`config.mk`:
```
export PLATFORM = sky130hd
export DESIGN_NAME = random_probe_victim_select_top_flat
export DESIGN_NICKNAME = d
export VERILOG_FILES = /design/src/rtl/rpvs_pkg.sv /design/src/rtl/rpvs_if.sv /design/src/rtl/rpvs_ram.sv /design/src/rtl/random_probe_victim_select_top.sv /design/src/flat_wrapper.sv
export SDC_FILE = /design/constraint.sdc
export NUM_CORES = 1
export LEC_CHECK = 0
export ABC_AREA = 0
export BUFFER_PORTS_ARGS = -buffer_cell sky130_fd_sc_hd__buf_4
export CAP_MARGIN = 40
export CORE_MARGIN = 5
export CORE_UTILIZATION = 56
export CTS_BUF_LIST = sky130_fd_sc_hd__clkbuf_16
export DETAILED_ROUTE_END_ITERATION = 8
export PLACE_DENSITY = 0.78
export SLEW_MARGIN = 0
export SYNTH_ARGS = -nofsm -noshare
export SYNTH_HDL_FRONTEND = slang
export SYNTH_SLANG_ARGS = --single-unit
```
`constraint.sdc`:
```
create_clock -name clock -period 5.8 [get_ports clock]
set_input_delay 0 -clock clock [delete_from_list [all_inputs] [get_ports clock]]
set_output_delay 0 -clock clock [all_outputs]
set_load 0.05 [all_outputs]
```
`src/rtl/rpvs_pkg.sv`:
```
// Package with the constants, types and helpers of the random probe victim selector.
`default_nettype none
package rpvs_pkg;

   localparam int FRAME_COUNT = 64;

   localparam int IDX_W = (FRAME_COUNT > 1) ? $clog2(FRAME_COUNT) : 1;
   localparam int REM_W = IDX_W + 1;
   localparam int CNT_W = $clog2(FRAME_COUNT + 1);
   localparam bit FRAME_POW2 = ((FRAME_COUNT & (FRAME_COUNT - 1)) == 0);

   localparam int SEED_W = 31;
   localparam int FRAME_IDX_W = 6;
   localparam int COMMAND_W = 2;
   localparam int PAGE_ADDR_W = 64;

   localparam logic [SEED_W-1:0] LCG_MUL_LO = 31'h5EECE66D;
   localparam logic [SEED_W-1:0] LCG_ADD = 31'h0000000B;
   localparam logic [SEED_W-1:0] SEED_RESET = 31'd2022;
   localparam logic [31:0] KERNEL_HIGH = 32'hFFFFFFC0;

   localparam logic [COMMAND_W-1:0] CMD_ASSIGN = 2'd0;
   localparam logic [COMMAND_W-1:0] CMD_RELEASE = 2'd1;
   localparam logic [COMMAND_W-1:0] CMD_VICTIM = 2'd2;

   typedef logic [IDX_W-1:0] frame_pos_type;

   function automatic logic addr_swappable(input logic [PAGE_ADDR_W-1:0] addr);
      addr_swappable = (addr != '0) && (addr[63:32] != KERNEL_HIGH);
   endfunction

endpackage
`default_nettype wire

```
`src/rtl/rpvs_if.sv`:
```
// Valid/ready channel interfaces for the command and result transactions.
`default_nettype none
interface rpvs_req_if;
   logic valid;
   logic ready;
   logic [rpvs_pkg::COMMAND_W-1:0] command;
   logic [rpvs_pkg::FRAME_IDX_W-1:0] frame_index;
   logic [rpvs_pkg::PAGE_ADDR_W-1:0] page_address;

   modport source (output valid, output command, output frame_index, output page_address,
                   input ready);
   modport sink (input valid, input command, input frame_index, input page_address,
                 output ready);
endinterface

interface rpvs_rsp_if;
   logic valid;
   logic ready;
   logic [rpvs_pkg::FRAME_IDX_W-1:0] victim_index;
   logic found;

   modport source (output valid, output victim_index, output found, input ready);
   modport sink (input valid, input victim_index, input found, output ready);
endinterface
`default_nettype wire

```
`src/rtl/rpvs_ram.sv`:
```
// Generic single-write, single-read RAM with a registered read port.
`default_nettype none
module rpvs_ram #(
   parameter int WIDTH = 1,
   parameter int DEPTH = 64,
   localparam int ADDR_W = (DEPTH > 1) ? $clog2(DEPTH) : 1
) (
   input  wire logic                     clock,
   input  wire logic                     wr_en,
   input  wire logic [ADDR_W-1:0]        wr_addr,
   input  wire logic [WIDTH-1:0]         wr_data,
   input  wire logic                     rd_en,
   input  wire logic [ADDR_W-1:0]        rd_addr,
   output logic      [WIDTH-1:0]         rd_data
);
   logic [WIDTH-1:0] mem_ff [DEPTH];

   always_ff @(posedge clock) begin
      if (wr_en) begin
         mem_ff[wr_addr] <= wr_data;
      end
      if (rd_en) begin
         rd_data <= mem_ff[rd_addr];
      end
   end
endmodule
`default_nettype wire

```
`src/rtl/random_probe_victim_select_top.sv`:
```
// Top level of the random probe victim selector: command decode, seed, modulo and frame scan.
// Assign, release and unused commands give no result.
// A victim pick goes from the accepting cycle through a seed step, a bit-serial remainder
// step when the frame count is not a power of two, a scan that probes frames in turn until a
// swappable one is found or every frame was probed, and a load of the result register, which
// waits until the previous result is taken; the one read port sets the scan rate.
// After reset a clearing pass writes every frame flag before any transaction.
`default_nettype none
module random_probe_victim_select_top (
   input  wire logic  clock,
   input  wire logic  reset,
   rpvs_req_if.sink   req_channel,
   rpvs_rsp_if.source rsp_channel
);
   localparam logic [2:0] ST_CLEAR = 3'd0;
   localparam logic [2:0] ST_IDLE  = 3'd1;
   localparam logic [2:0] ST_SEED  = 3'd2;
   localparam logic [2:0] ST_MOD   = 3'd3;
   localparam logic [2:0] ST_SCAN  = 3'd4;
   localparam logic [2:0] ST_RESP  = 3'd5;

   localparam int IDX_W = rpvs_pkg::IDX_W;
   localparam int REM_W = rpvs_pkg::REM_W;
   localparam int CNT_W = rpvs_pkg::CNT_W;
   localparam int SEED_W = rpvs_pkg::SEED_W;
   localparam logic [IDX_W-1:0] LAST_POS = IDX_W'(rpvs_pkg::FRAME_COUNT - 1);
   localparam logic [CNT_W-1:0] ALL_PROBES = CNT_W'(rpvs_pkg::FRAME_COUNT);
   localparam logic [REM_W-1:0] FRAME_COUNT_R = REM_W'(rpvs_pkg::FRAME_COUNT);
   localparam logic [SEED_W-1:0] POS_MASK = SEED_W'(rpvs_pkg::FRAME_COUNT - 1);

   logic [2:0] state_ff, state_in;
   logic [SEED_W-1:0] seed_ff, seed_in;
   logic [SEED_W-1:0] prod_ff, prod_in;
   logic [SEED_W-1:0] mod_sh_ff, mod_sh_in;
   logic [REM_W-1:0] rem_ff, rem_in;
   logic [4:0] bit_cnt_ff, bit_cnt_in;
   rpvs_pkg::frame_pos_type probe_pos_ff, probe_pos_in;
   rpvs_pkg::frame_pos_type pend_pos_ff, pend_pos_in;
   logic pend_ff, pend_in;
   logic [CNT_W-1:0] issue_cnt_ff, issue_cnt_in;
   logic [rpvs_pkg::FRAME_IDX_W-1:0] res_victim_ff, res_victim_in;
   logic res_found_ff, res_found_in;
   logic rsp_valid_ff, rsp_valid_in;
   logic [rpvs_pkg::FRAME_IDX_W-1:0] rsp_victim_ff, rsp_victim_in;
   logic rsp_found_ff, rsp_found_in;

   logic [2*SEED_W-1:0] product;
   logic [SEED_W-1:0] seed_next;
   logic [REM_W-1:0] rem_shift;
   logic req_fire;
   logic in_range;
   logic issue;
   logic hit;
   logic wr_en;
   rpvs_pkg::frame_pos_type wr_addr;
   logic wr_data;
   logic rd_data;
   rpvs_pkg::frame_pos_type pos_step;

   assign req_channel.ready = (state_ff == ST_IDLE);
   assign req_fire = req_channel.valid && (state_ff == ST_IDLE);
   assign in_range = (32'(req_channel.frame_index) < rpvs_pkg::FRAME_COUNT);

   assign product = seed_ff * rpvs_pkg::LCG_MUL_LO;
   assign seed_next = prod_ff + rpvs_pkg::LCG_ADD;
   assign rem_shift = {rem_ff[REM_W-2:0], mod_sh_ff[SEED_W-1]};
   assign pos_step = (probe_pos_ff == LAST_POS) ? '0 : probe_pos_ff + 1'b1;
   assign issue = (state_ff == ST_SCAN) && (issue_cnt_ff != ALL_PROBES);
   assign hit = (state_ff == ST_SCAN) && pend_ff && rd_data;

   assign rsp_channel.valid = rsp_valid_ff;
   assign rsp_channel.victim_index = rsp_victim_ff;
   assign rsp_channel.found = rsp_found_ff;

   always_comb begin
      wr_en = 1'b0;
      wr_addr = probe_pos_ff;
      wr_data = 1'b0;
      case (state_ff)
         ST_CLEAR: begin
            wr_en = 1'b1;
         end
         ST_IDLE: begin
            wr_addr = IDX_W'(req_channel.frame_index);
            if (req_fire && in_range) begin
               if (req_channel.command == rpvs_pkg::CMD_ASSIGN) begin
                  wr_en = 1'b1;
                  wr_data = rpvs_pkg::addr_swappable(req_channel.page_address);
               end else if (req_channel.command == rpvs_pkg::CMD_RELEASE) begin
                  wr_en = 1'b1;
               end
            end
         end
         ST_SCAN: begin
            wr_addr = pend_pos_ff;
            wr_en = hit;
         end
         default: begin
            wr_en = 1'b0;
         end
      endcase
   end

   always_comb begin
      state_in = state_ff;
      seed_in = seed_ff;
      prod_in = prod_ff;
      mod_sh_in = mod_sh_ff;
      rem_in = rem_ff;
      bit_cnt_in = bit_cnt_ff;
      probe_pos_in = probe_pos_ff;
      pend_pos_in = pend_pos_ff;
      pend_in = 1'b0;
      issue_cnt_in = issue_cnt_ff;
      res_victim_in = res_victim_ff;
      res_found_in = res_found_ff;
      rsp_valid_in = rsp_valid_ff && !rsp_channel.ready;
      rsp_victim_in = rsp_victim_ff;
      rsp_found_in = rsp_found_ff;
      case (state_ff)
         ST_CLEAR: begin
            probe_pos_in = pos_step;
            if (probe_pos_ff == LAST_POS) begin
               state_in = ST_IDLE;
            end
         end
         ST_IDLE: begin
            if (req_fire && req_channel.command == rpvs_pkg::CMD_VICTIM) begin
               prod_in = product[SEED_W-1:0];
               state_in = ST_SEED;
            end
         end
         ST_SEED: begin
            seed_in = seed_next;
            issue_cnt_in = '0;
            if (rpvs_pkg::FRAME_POW2) begin
               probe_pos_in = IDX_W'(seed_next & POS_MASK);
               state_in = ST_SCAN;
            end else begin
               mod_sh_in = seed_next;
               rem_in = '0;
               bit_cnt_in = '0;
               state_in = ST_MOD;
            end
         end
         ST_MOD: begin
            rem_in = (rem_shift >= FRAME_COUNT_R) ? rem_shift - FRAME_COUNT_R : rem_shift;
            mod_sh_in = {mod_sh_ff[SEED_W-2:0], 1'b0};
            bit_cnt_in = bit_cnt_ff + 1'b1;
            if (bit_cnt_ff == 5'(SEED_W - 1)) begin
               probe_pos_in = rem_in[IDX_W-1:0];
               state_in = ST_SCAN;
            end
         end
         ST_SCAN: begin
            if (hit) begin
               res_victim_in = rpvs_pkg::FRAME_IDX_W'(pend_pos_ff);
               res_found_in = 1'b1;
               state_in = ST_RESP;
            end else if (!pend_ff && !issue) begin
               res_victim_in = '0;
               res_found_in = 1'b0;
               state_in = ST_RESP;
            end else if (issue) begin
               pend_in = 1'b1;
               pend_pos_in = probe_pos_ff;
               probe_pos_in = pos_step;
               issue_cnt_in = issue_cnt_ff + 1'b1;
            end
         end
         ST_RESP: begin
            if (!rsp_valid_ff || rsp_channel.ready) begin
               rsp_valid_in = 1'b1;
               rsp_victim_in = res_victim_ff;
               rsp_found_in = res_found_ff;
               state_in = ST_IDLE;
            end
         end
         default: begin
            state_in = ST_IDLE;
         end
      endcase
   end

   always_ff @(posedge clock) begin
      if (reset) begin
         state_ff <= ST_CLEAR;
         seed_ff <= rpvs_pkg::SEED_RESET;
         probe_pos_ff <= '0;
         pend_ff <= 1'b0;
         rsp_valid_ff <= 1'b0;
      end else begin
         state_ff <= state_in;
         seed_ff <= seed_in;
         probe_pos_ff <= probe_pos_in;
         pend_ff <= pend_in;
         rsp_valid_ff <= rsp_valid_in;
      end
   end

   always_ff @(posedge clock) begin
      prod_ff <= prod_in;
      mod_sh_ff <= mod_sh_in;
      rem_ff <= rem_in;
      bit_cnt_ff <= bit_cnt_in;
      pend_pos_ff <= pend_pos_in;
      issue_cnt_ff <= issue_cnt_in;
      res_victim_ff <= res_victim_in;
      res_found_ff <= res_found_in;
      rsp_victim_ff <= rsp_victim_in;
      rsp_found_ff <= rsp_found_in;
   end

   rpvs_ram #(
      .WIDTH(1),
      .DEPTH(rpvs_pkg::FRAME_COUNT)
   ) u_swappable_ram (
      .clock(clock),
      .wr_en(wr_en),
      .wr_addr(wr_addr),
      .wr_data(wr_data),
      .rd_en(issue),
      .rd_addr(probe_pos_ff),
      .rd_data(rd_data)
   );
endmodule
`default_nettype wire

```
`src/flat_wrapper.sv`:
```
// flat-port wrapper written by rule: the top's interface ports become plain ports
module random_probe_victim_select_top_flat 
  (clock, reset, req_channel_valid, req_channel_command, req_channel_frame_index, req_channel_page_address, req_channel_ready, rsp_channel_valid, rsp_channel_victim_index, rsp_channel_found, rsp_channel_ready);
  rpvs_req_if req_channel_i ();
  rpvs_rsp_if rsp_channel_i ();
  input  wire logic clock;
  input  wire logic reset;
  input wire logic [$bits(req_channel_i.valid)-1:0] req_channel_valid;
  input wire logic [$bits(req_channel_i.command)-1:0] req_channel_command;
  input wire logic [$bits(req_channel_i.frame_index)-1:0] req_channel_frame_index;
  input wire logic [$bits(req_channel_i.page_address)-1:0] req_channel_page_address;
  output wire logic [$bits(req_channel_i.ready)-1:0] req_channel_ready;
  output wire logic [$bits(rsp_channel_i.valid)-1:0] rsp_channel_valid;
  output wire logic [$bits(rsp_channel_i.victim_index)-1:0] rsp_channel_victim_index;
  output wire logic [$bits(rsp_channel_i.found)-1:0] rsp_channel_found;
  input wire logic [$bits(rsp_channel_i.ready)-1:0] rsp_channel_ready;
  assign req_channel_i.valid = req_channel_valid;
  assign req_channel_i.command = req_channel_command;
  assign req_channel_i.frame_index = req_channel_frame_index;
  assign req_channel_i.page_address = req_channel_page_address;
  assign req_channel_ready = req_channel_i.ready;
  assign rsp_channel_valid = rsp_channel_i.valid;
  assign rsp_channel_victim_index = rsp_channel_i.victim_index;
  assign rsp_channel_found = rsp_channel_i.found;
  assign rsp_channel_i.ready = rsp_channel_ready;
  random_probe_victim_select_top u_core (.clock(clock), .reset(reset), .req_channel(req_channel_i), .rsp_channel(rsp_channel_i));
endmodule
```
Word-level counts from Yosys, hierarchy flattened
Memories as Yosys holds them, arrays and structs flattened. A register that Yosys moved wholly into a read port is not among the register bits.
Cells that the tools add are included.
{ "classes": {"addsub": 5, "mul": 1, "n_lt_le_gt_ge": 1, "eq_ne": 19, "muxes": 34, "bitwise_logic": 3, "n_reduce_logical": 27} }
{ "ops": {"columns": ["op", "count"], "rows": [
  ["nonzero test 64 bit", 1],
  ["two-way mux 6 bit", 8],
  ["!= test 32 bit, second input constant", 1],
  ["adder 31 x 4 -> 31 bit, second input constant", 1],
  ["multiplier 31 x 31 -> 31 bit, second input constant", 1],
  ["case mux 6 bit (4 select lines)", 1],
  ["two-way mux 7 bit", 3],
  ["two-way mux 3 bit", 6],
  ["case mux 3 bit (6 select lines)", 1],
  ["case mux 7 bit (2 select lines)", 1],
  ["two-way mux 1 bit", 12],
  ["case mux 6 bit (2 select lines)", 1],
  ["!= test 2 x 1 -> 1 bit, second input constant", 5],
  ["AND reduction 5 bit", 2],
  ["logical AND 1 bit", 8],
  ["AND reduction 4 bit", 2],
  ["adder 7 x 1 -> 7 bit, second input constant", 1],
  ["greater-or-equal comparator 7 bit, second input constant", 1],
  ["!= test 7 bit, second input constant", 1],
  ["adder 6 x 1 -> 6 bit, second input constant", 1],
  ["== test 3 x 2 -> 1 bit, second input constant", 2],
  ["== test 3 bit, second input constant", 2],
  ["== test 6 bit, second input constant", 1],
  ["AND reduction 2 bit", 3],
  ["other kinds (17)", 24]
]} }
{ "word_totals": {"register_bits": 111, "mem_bits_rw": 64, "input_bits": 76, "elab_cells": 105, "n_memories": 1} }
{ "mem_list": {"columns": ["name", "depth", "width", "rd", "rd_ports_with_merged_regs", "write_ports", "line_no", "rtl"], "rows": [
  ["u_core.u_swappable_ram.mem_ff", 64, 1, 1, 1, 1, "rpvs_ram.sv:16", "logic [WIDTH-1:0] mem_ff [DEPTH];"]
]} }

Longest topological paths before layout
{ "depth": {"ltp_word": 7, "depth_mapped": 9, "mapped_depth_nobuf": 9} }

By module
Synthesis repeated with hierarchy kept, for this count alone.
{ "unflattened": {"hier_cells": 481, "area_unflattened_um2": 5813.1} }
{ "by_module_without_submodules": {"columns": ["module", "n_inst", "cells_each", "area_per_inst_um2"], "rows": [
  ["rpvs_ram", 1, 204, 2924.1],
  ["random_probe_victim_select_top", 1, 277, 2889.0]
]} }

Worst setup path after synthesis
No wires, ideal clock.
{ "synth_path": {"path_kind": "reg2reg", "from": "register u_core.state_ff[1]", "to": "memory u_core.u_swappable_ram.mem_ff[0], data pin", "arrival_ns": 4.219, "t_required_ns": 5.036, "setup_slack_ns": 0.817, "path_stages_with_launch": 6, "path_buffers": 2, "cell_sequence": "dfxtp_1 > buf_2 > buf_2 > nor3b_4 > nand3b_2 > a311oi_1"} }
{ "synth_via": {"elab_chain_cells": 4} }
{ "synth_rtl": {"columns": ["item", "line_no", "rtl"], "rows": [
  ["from (decl)", "random_probe_victim_select_top.sv:31", "logic [2:0] state_ff, state_in;"],
  ["from (signal assigned)", "random_probe_victim_select_top.sv:193", "state_ff <= state_in;"],
  ["== test 3 x 1 -> 1 bit (*)", null, null],
  ["net req_channel_ready", "flat_wrapper.sv:12", "output wire logic [$bits(req_channel_i.ready)-1:0] req_channel_ready;"],
  ["logical AND 1 bit", "random_probe_victim_select_top.sv:61", "assign req_fire = req_channel.valid && (state_ff == ST_IDLE);"],
  ["two-way mux 1 bit", "random_probe_victim_select_top.sv:85", "if (req_fire && in_range) begin"],
  ["two-way mux 1 bit (*)", "random_probe_victim_select_top.sv:79", "case (state_ff)"],
  ["net u_core.u_swappable_ram.wr_data", "rpvs_ram.sv:11", "input wire logic [WIDTH-1:0] wr_data,"],
  ["to (decl)", "rpvs_ram.sv:16", null]
]} }
Mark *: on every way through the listed nets, which the timed path passes. The rest lies on a longest branch.

Worst setup path in the final report
{ "layout_path": {"from": "register u_core.state_ff[1]", "to": "memory u_core.u_swappable_ram.mem_ff[55], enable pin"} }
{ "layout_via": {"elab_chain_cells": 6, "elab_cells_between_ends": 11, "cone_classes": "2 x eq/ne; 5 x mux; 4 x reduce/logical"} }
{ "layout_rtl": {"columns": ["item", "line_no", "rtl"], "rows": [
  ["== test 3 x 1 -> 1 bit or == test 3 bit (tied branches)", "random_probe_victim_select_top.sv:61, random_probe_victim_select_top.sv:79, random_probe_victim_select_top.sv:69", null],
  ["logical AND 1 bit (on tied branches)", "random_probe_victim_select_top.sv:61, random_probe_victim_select_top.sv:69", null],
  ["two-way mux 1 bit or logical AND 1 bit (tied branches)", "random_probe_victim_select_top.sv:85, random_probe_victim_select_top.sv:69", null],
  ["case mux 1 bit (3 select lines)", "random_probe_victim_select_top.sv:79", null],
  ["two-way mux 1 bit", "rpvs_ram.sv:19", "if (wr_en) begin"],
  ["two-way mux 1 bit (implied by the code)", "rpvs_ram.sv:20", "mem_ff[wr_addr] <= wr_data;"]
]} }
Several ways; a longest one is shown, not always the timed one.

==> summary.md <==
| Metric | Value |
|---|---|
| Outcome | finished, final reports clean |
| Largest cells by area after synthesis | edfxtp_1 50%, dfxtp_1 5.5%, nor2_1 4.8% |
| Worst Hold End | u_core.state_ff[1] |
| Global-route wire length before repair | 22.85 mm |
| GR Util All Layers | approximately 22% |
| Full die area | around 0.013 mm² |
| FF-to-FF path depth | 5 |
| Gp weighted congestion | 0.8925 |
| Setup TNS Final | 0 ps |
| Yosys cell types | 65 |
| CP Depth | 5 |
| Final Hold Vio Count | 0 |
| Total CTS buffers | 17 |
| Drt drc | 0 |
| I/O pin count | 85 |
| Number of synthesized flops with an enable pin | roughly 100 |
| Buffers on Ports | 84 |
| R2R Path Start | u_core.state_ff[1] |
| Final Cell Area | approximately 0.0076 mm² |
| Layout cell share with drive strength beyond 1 | around 28% |
| Final Skew | between 9 and 10 ps |
| WS Path Type | reg -> reg |
| Maximum clock frequency | 379.5 MHz |
| Clock Pin Slew Worst Setup and Hold Paths | ~50 ps |
| Tmin final | approximately 2600 ps |
| Sink Count | 120 |
| Mapped cell area | between 0.006 and 0.007 mm² |
| Root Driver | clkbuf_16 |
| DRT antenna net count | 0 |
| Crit path launch type | register |
| Worst hold path type | in -> reg |
| Initial DRT Pass Iterations | 4 |
| WP data required | 5920 ps |
| Buffers & Inverters on Critical Path | 0 |
| Crit Reg-Reg Endpoint | u_core.u_swappable_ram.mem_ff[55] |
| Final Net Count | just under 700 |
| Async set-reset flop share out of synthesis | 0% |
| Number of max-cap violations | 0 |
| Hold path depth | 5 |
| HP Start | req_channel_command[1] |
| Number of global-route vias before repair | 4,569 |
| Hold Buf Count CTS | 3 |
| Via count | between 4,000 and 5,000 |
| Post-Route WL | about 14 mm |
| Crit path max-delay family | simple AND/OR/NAND/NOR gates |
| H-tree depth | 4 |
| Clk buf depth | 2 |
| Final Setup Violations | 0 |
| Pwr/cell area | between 200 and 300 mW/mm² |
| Flops & latches, synth | 120 |
| Largest net degree at the start of global routing | 65 |
| Resized cells post-CTS | 0 |
| Post-Place Cell Area | roughly 0.007 mm² |
| Worst-path fanout max | 23 |
| Initial antenna violation count | 0 |
| Fin. max-slew vios | 0 |
| Core area | between 0.01 and 0.015 mm² |
| CTS tree | yes |
| Starting density of the core | 57.23% |
| Synth Flop Type | edfxtp_1 |
| Synth Warn # | 0 |
| Synth area leader | edfxtp_1 |
| Pleak | around 2.7 nW |
| DP HPWL | ~9.8 mm |
| Wire length per cell | between 15 and 20 µm |
| Grt ovf | 0 |
| Yosys top cell area share | 49.64% |
| CP max stage cell | dfxtp_1 |
| Post-synthesis sequential area ratio | a little under three fifths |
| Post-CTS setup buffer count | 0 |
| Die width | between 100 and 150 µm |
| Worst setup EP type | register |
| Syn_nets | approximately 590 |
| CP Data Arrival Time | ~2800 ps |
| Antenna fix cells | 0 |
| Avg Synthesized Cell Area | 12.44 µm² |
| Starting DRT DRC Count | 375 |
| Worst-margin pin slew | approximately 830 ps |
| Std cell rows | 38 |
| R2r setup slk | between 3000 and 4000 ps |
| Worst skew pair latency | around 420 ps |
| Worst VDD drop | approximately 230 µV |
| Area growth from synthesis to layout | 21.91% |
| Cells after Synth | 501 |
| RSZ-0062 raised after global routing | false |
| Max-slew headroom | approximately 45% |
| Worst path max stage delay | ~860 ps |
| Vias/cell | approximately 5.9 |
| Die outline height | 115.5 µm |
| Tcrit/Tclk final | 45.43% |
| CP cell instances | nand2b_2 > o22a_1 > o221ai_2 > or3_1 > nor2_2 |
[stage by stage]
stage                     std cells  worst slack (ps)  total power, mW  utilization [%]  hold slack [ps]
final                           743              3165            2.106            69.77            51.40
after global placement          706              3224            1.083            63.71            306.0
after CTS                       743              3157            2.117            69.77            53.37
after floorplan                 501             817.0            1.024                -            78.66
after detailed placement        708              3208            1.089            64.10            310.8
after global routing            743              3029            2.164            69.77            62.96
[worst max path at each step]
| stage | startpoint | to | slack (ps) |
|---|---|---|---|
| finish | u_core.state_ff[1] | u_core.u_swappable_ram.mem_ff[55] | 3170 |
| global route | u_core.state_ff[1] | u_core.u_swappable_ram.mem_ff[55] | 3030 |
| CTS | u_core.state_ff[1] | u_core.u_swappable_ram.mem_ff[55] | 3160 |
| detailed placement | u_core.state_ff[1] | u_core.u_swappable_ram.mem_ff[52] | 3210 |
| global placement | u_core.state_ff[0] | u_core.u_swappable_ram.mem_ff[51] | 3220 |
| floorplan | u_core.state_ff[1] | u_core.u_swappable_ram.mem_ff[0] | 820 |
[final cells by class]
class | count | area (µm²)
Clock buffer | 17 | 425.4
Clock inverter | 15 | 161.4
Fill cell | 743 | 3292
Inverter | 14 | 52.55
Multi-Input combinational cell | 343 | 2608
Sequential cell | 120 | 3433
Tap cell | 140 | 175.2
Timing Repair Buffer | 94 | 740.7
[layer usage]
metal	up-vias	track usage, %	wire (µm)
met5	-	0	0
met4	0	8.842	224
met3	22	4.178	636
met2	102	40.35	7756
met1	2161	26.75	5569
li1	2086	-	-
[cells by family after synthesis]
group / Yosys count / synth area share [%]
AND/OR/NAND/NOR: 218 / 20.36
multiplexers: 25 / 7.189
adder cells (fa/ha/maj): 14 / 2.932
AO/OA/AOI/OAI: 68 / 8.555
buffers and inverters: 38 / 3.333
XOR/XNOR: 18 / 2.530
flip-flops: 120 / 55.10
[where the power goes]
part | total (mW) | switching [mW] | internal [mW]
sequential | 0.932 | 0.00291 | 0.930
clock | 1.03 | 0.367 | 0.666
combinational | 0.140 | 0.0675 | 0.0727
total | 2.11 | 0.438 | 1.67
[synth_stat cells, drive strengths merged (13+ instances only)]
cell,number
nor2,90
edfxtp,103
buf,21
nand2,15
ha,13
inv,14
nor2b,13
a21oi,14
o21ai,15
mux4,15
nor4,17
dfxtp,17
nand4,14
nand3,14
[flip-flops by register name, summed over array words and instances, names as in the netlist, 3 cells and up]
signal,flops
u_core.probe_pos_ff,6
u_core.res_victim_ff,6
u_core.issue_cnt_ff,7
u_core.seed_ff,6
u_core.u_swappable_ram.mem_ff,64
u_core.prod_ff,6
u_core.bit_cnt_ff,5
u_core.rsp_channel.victim_index,6
u_core.state_ff,3
u_core.pend_pos_ff,6
[worst reg2reg max path: stages (launching register included)]
cell and delay (ps):
dfxtp_1 860, nand2b_2 340, o22a_1 160, o221ai_2 180
or3_1 610, nor2_2 210
[placed cells by master, fill, tap and decap left out, types with 5 or more instances in the layout]
master	count
nor2b_1	13
dfxtp_1	17
nor4_1	17
o21ai_0	11
nand3_1	14
ha_1	13
and2_1	7
xor2_1	6
xnor2_1	12
nor2_1	80
a21oi_1	14
nor3_1	12
mux2i_1	8
nand2b_1	11
buf_4	89
nor2_2	10
clkbuf_16	17
clkinvlp_4	5
mux4_2	13
o22a_1	6
nand4_1	10
nand2_1	13
inv_1	15
edfxtp_1	103
Power figures use the tool's default switching activity.
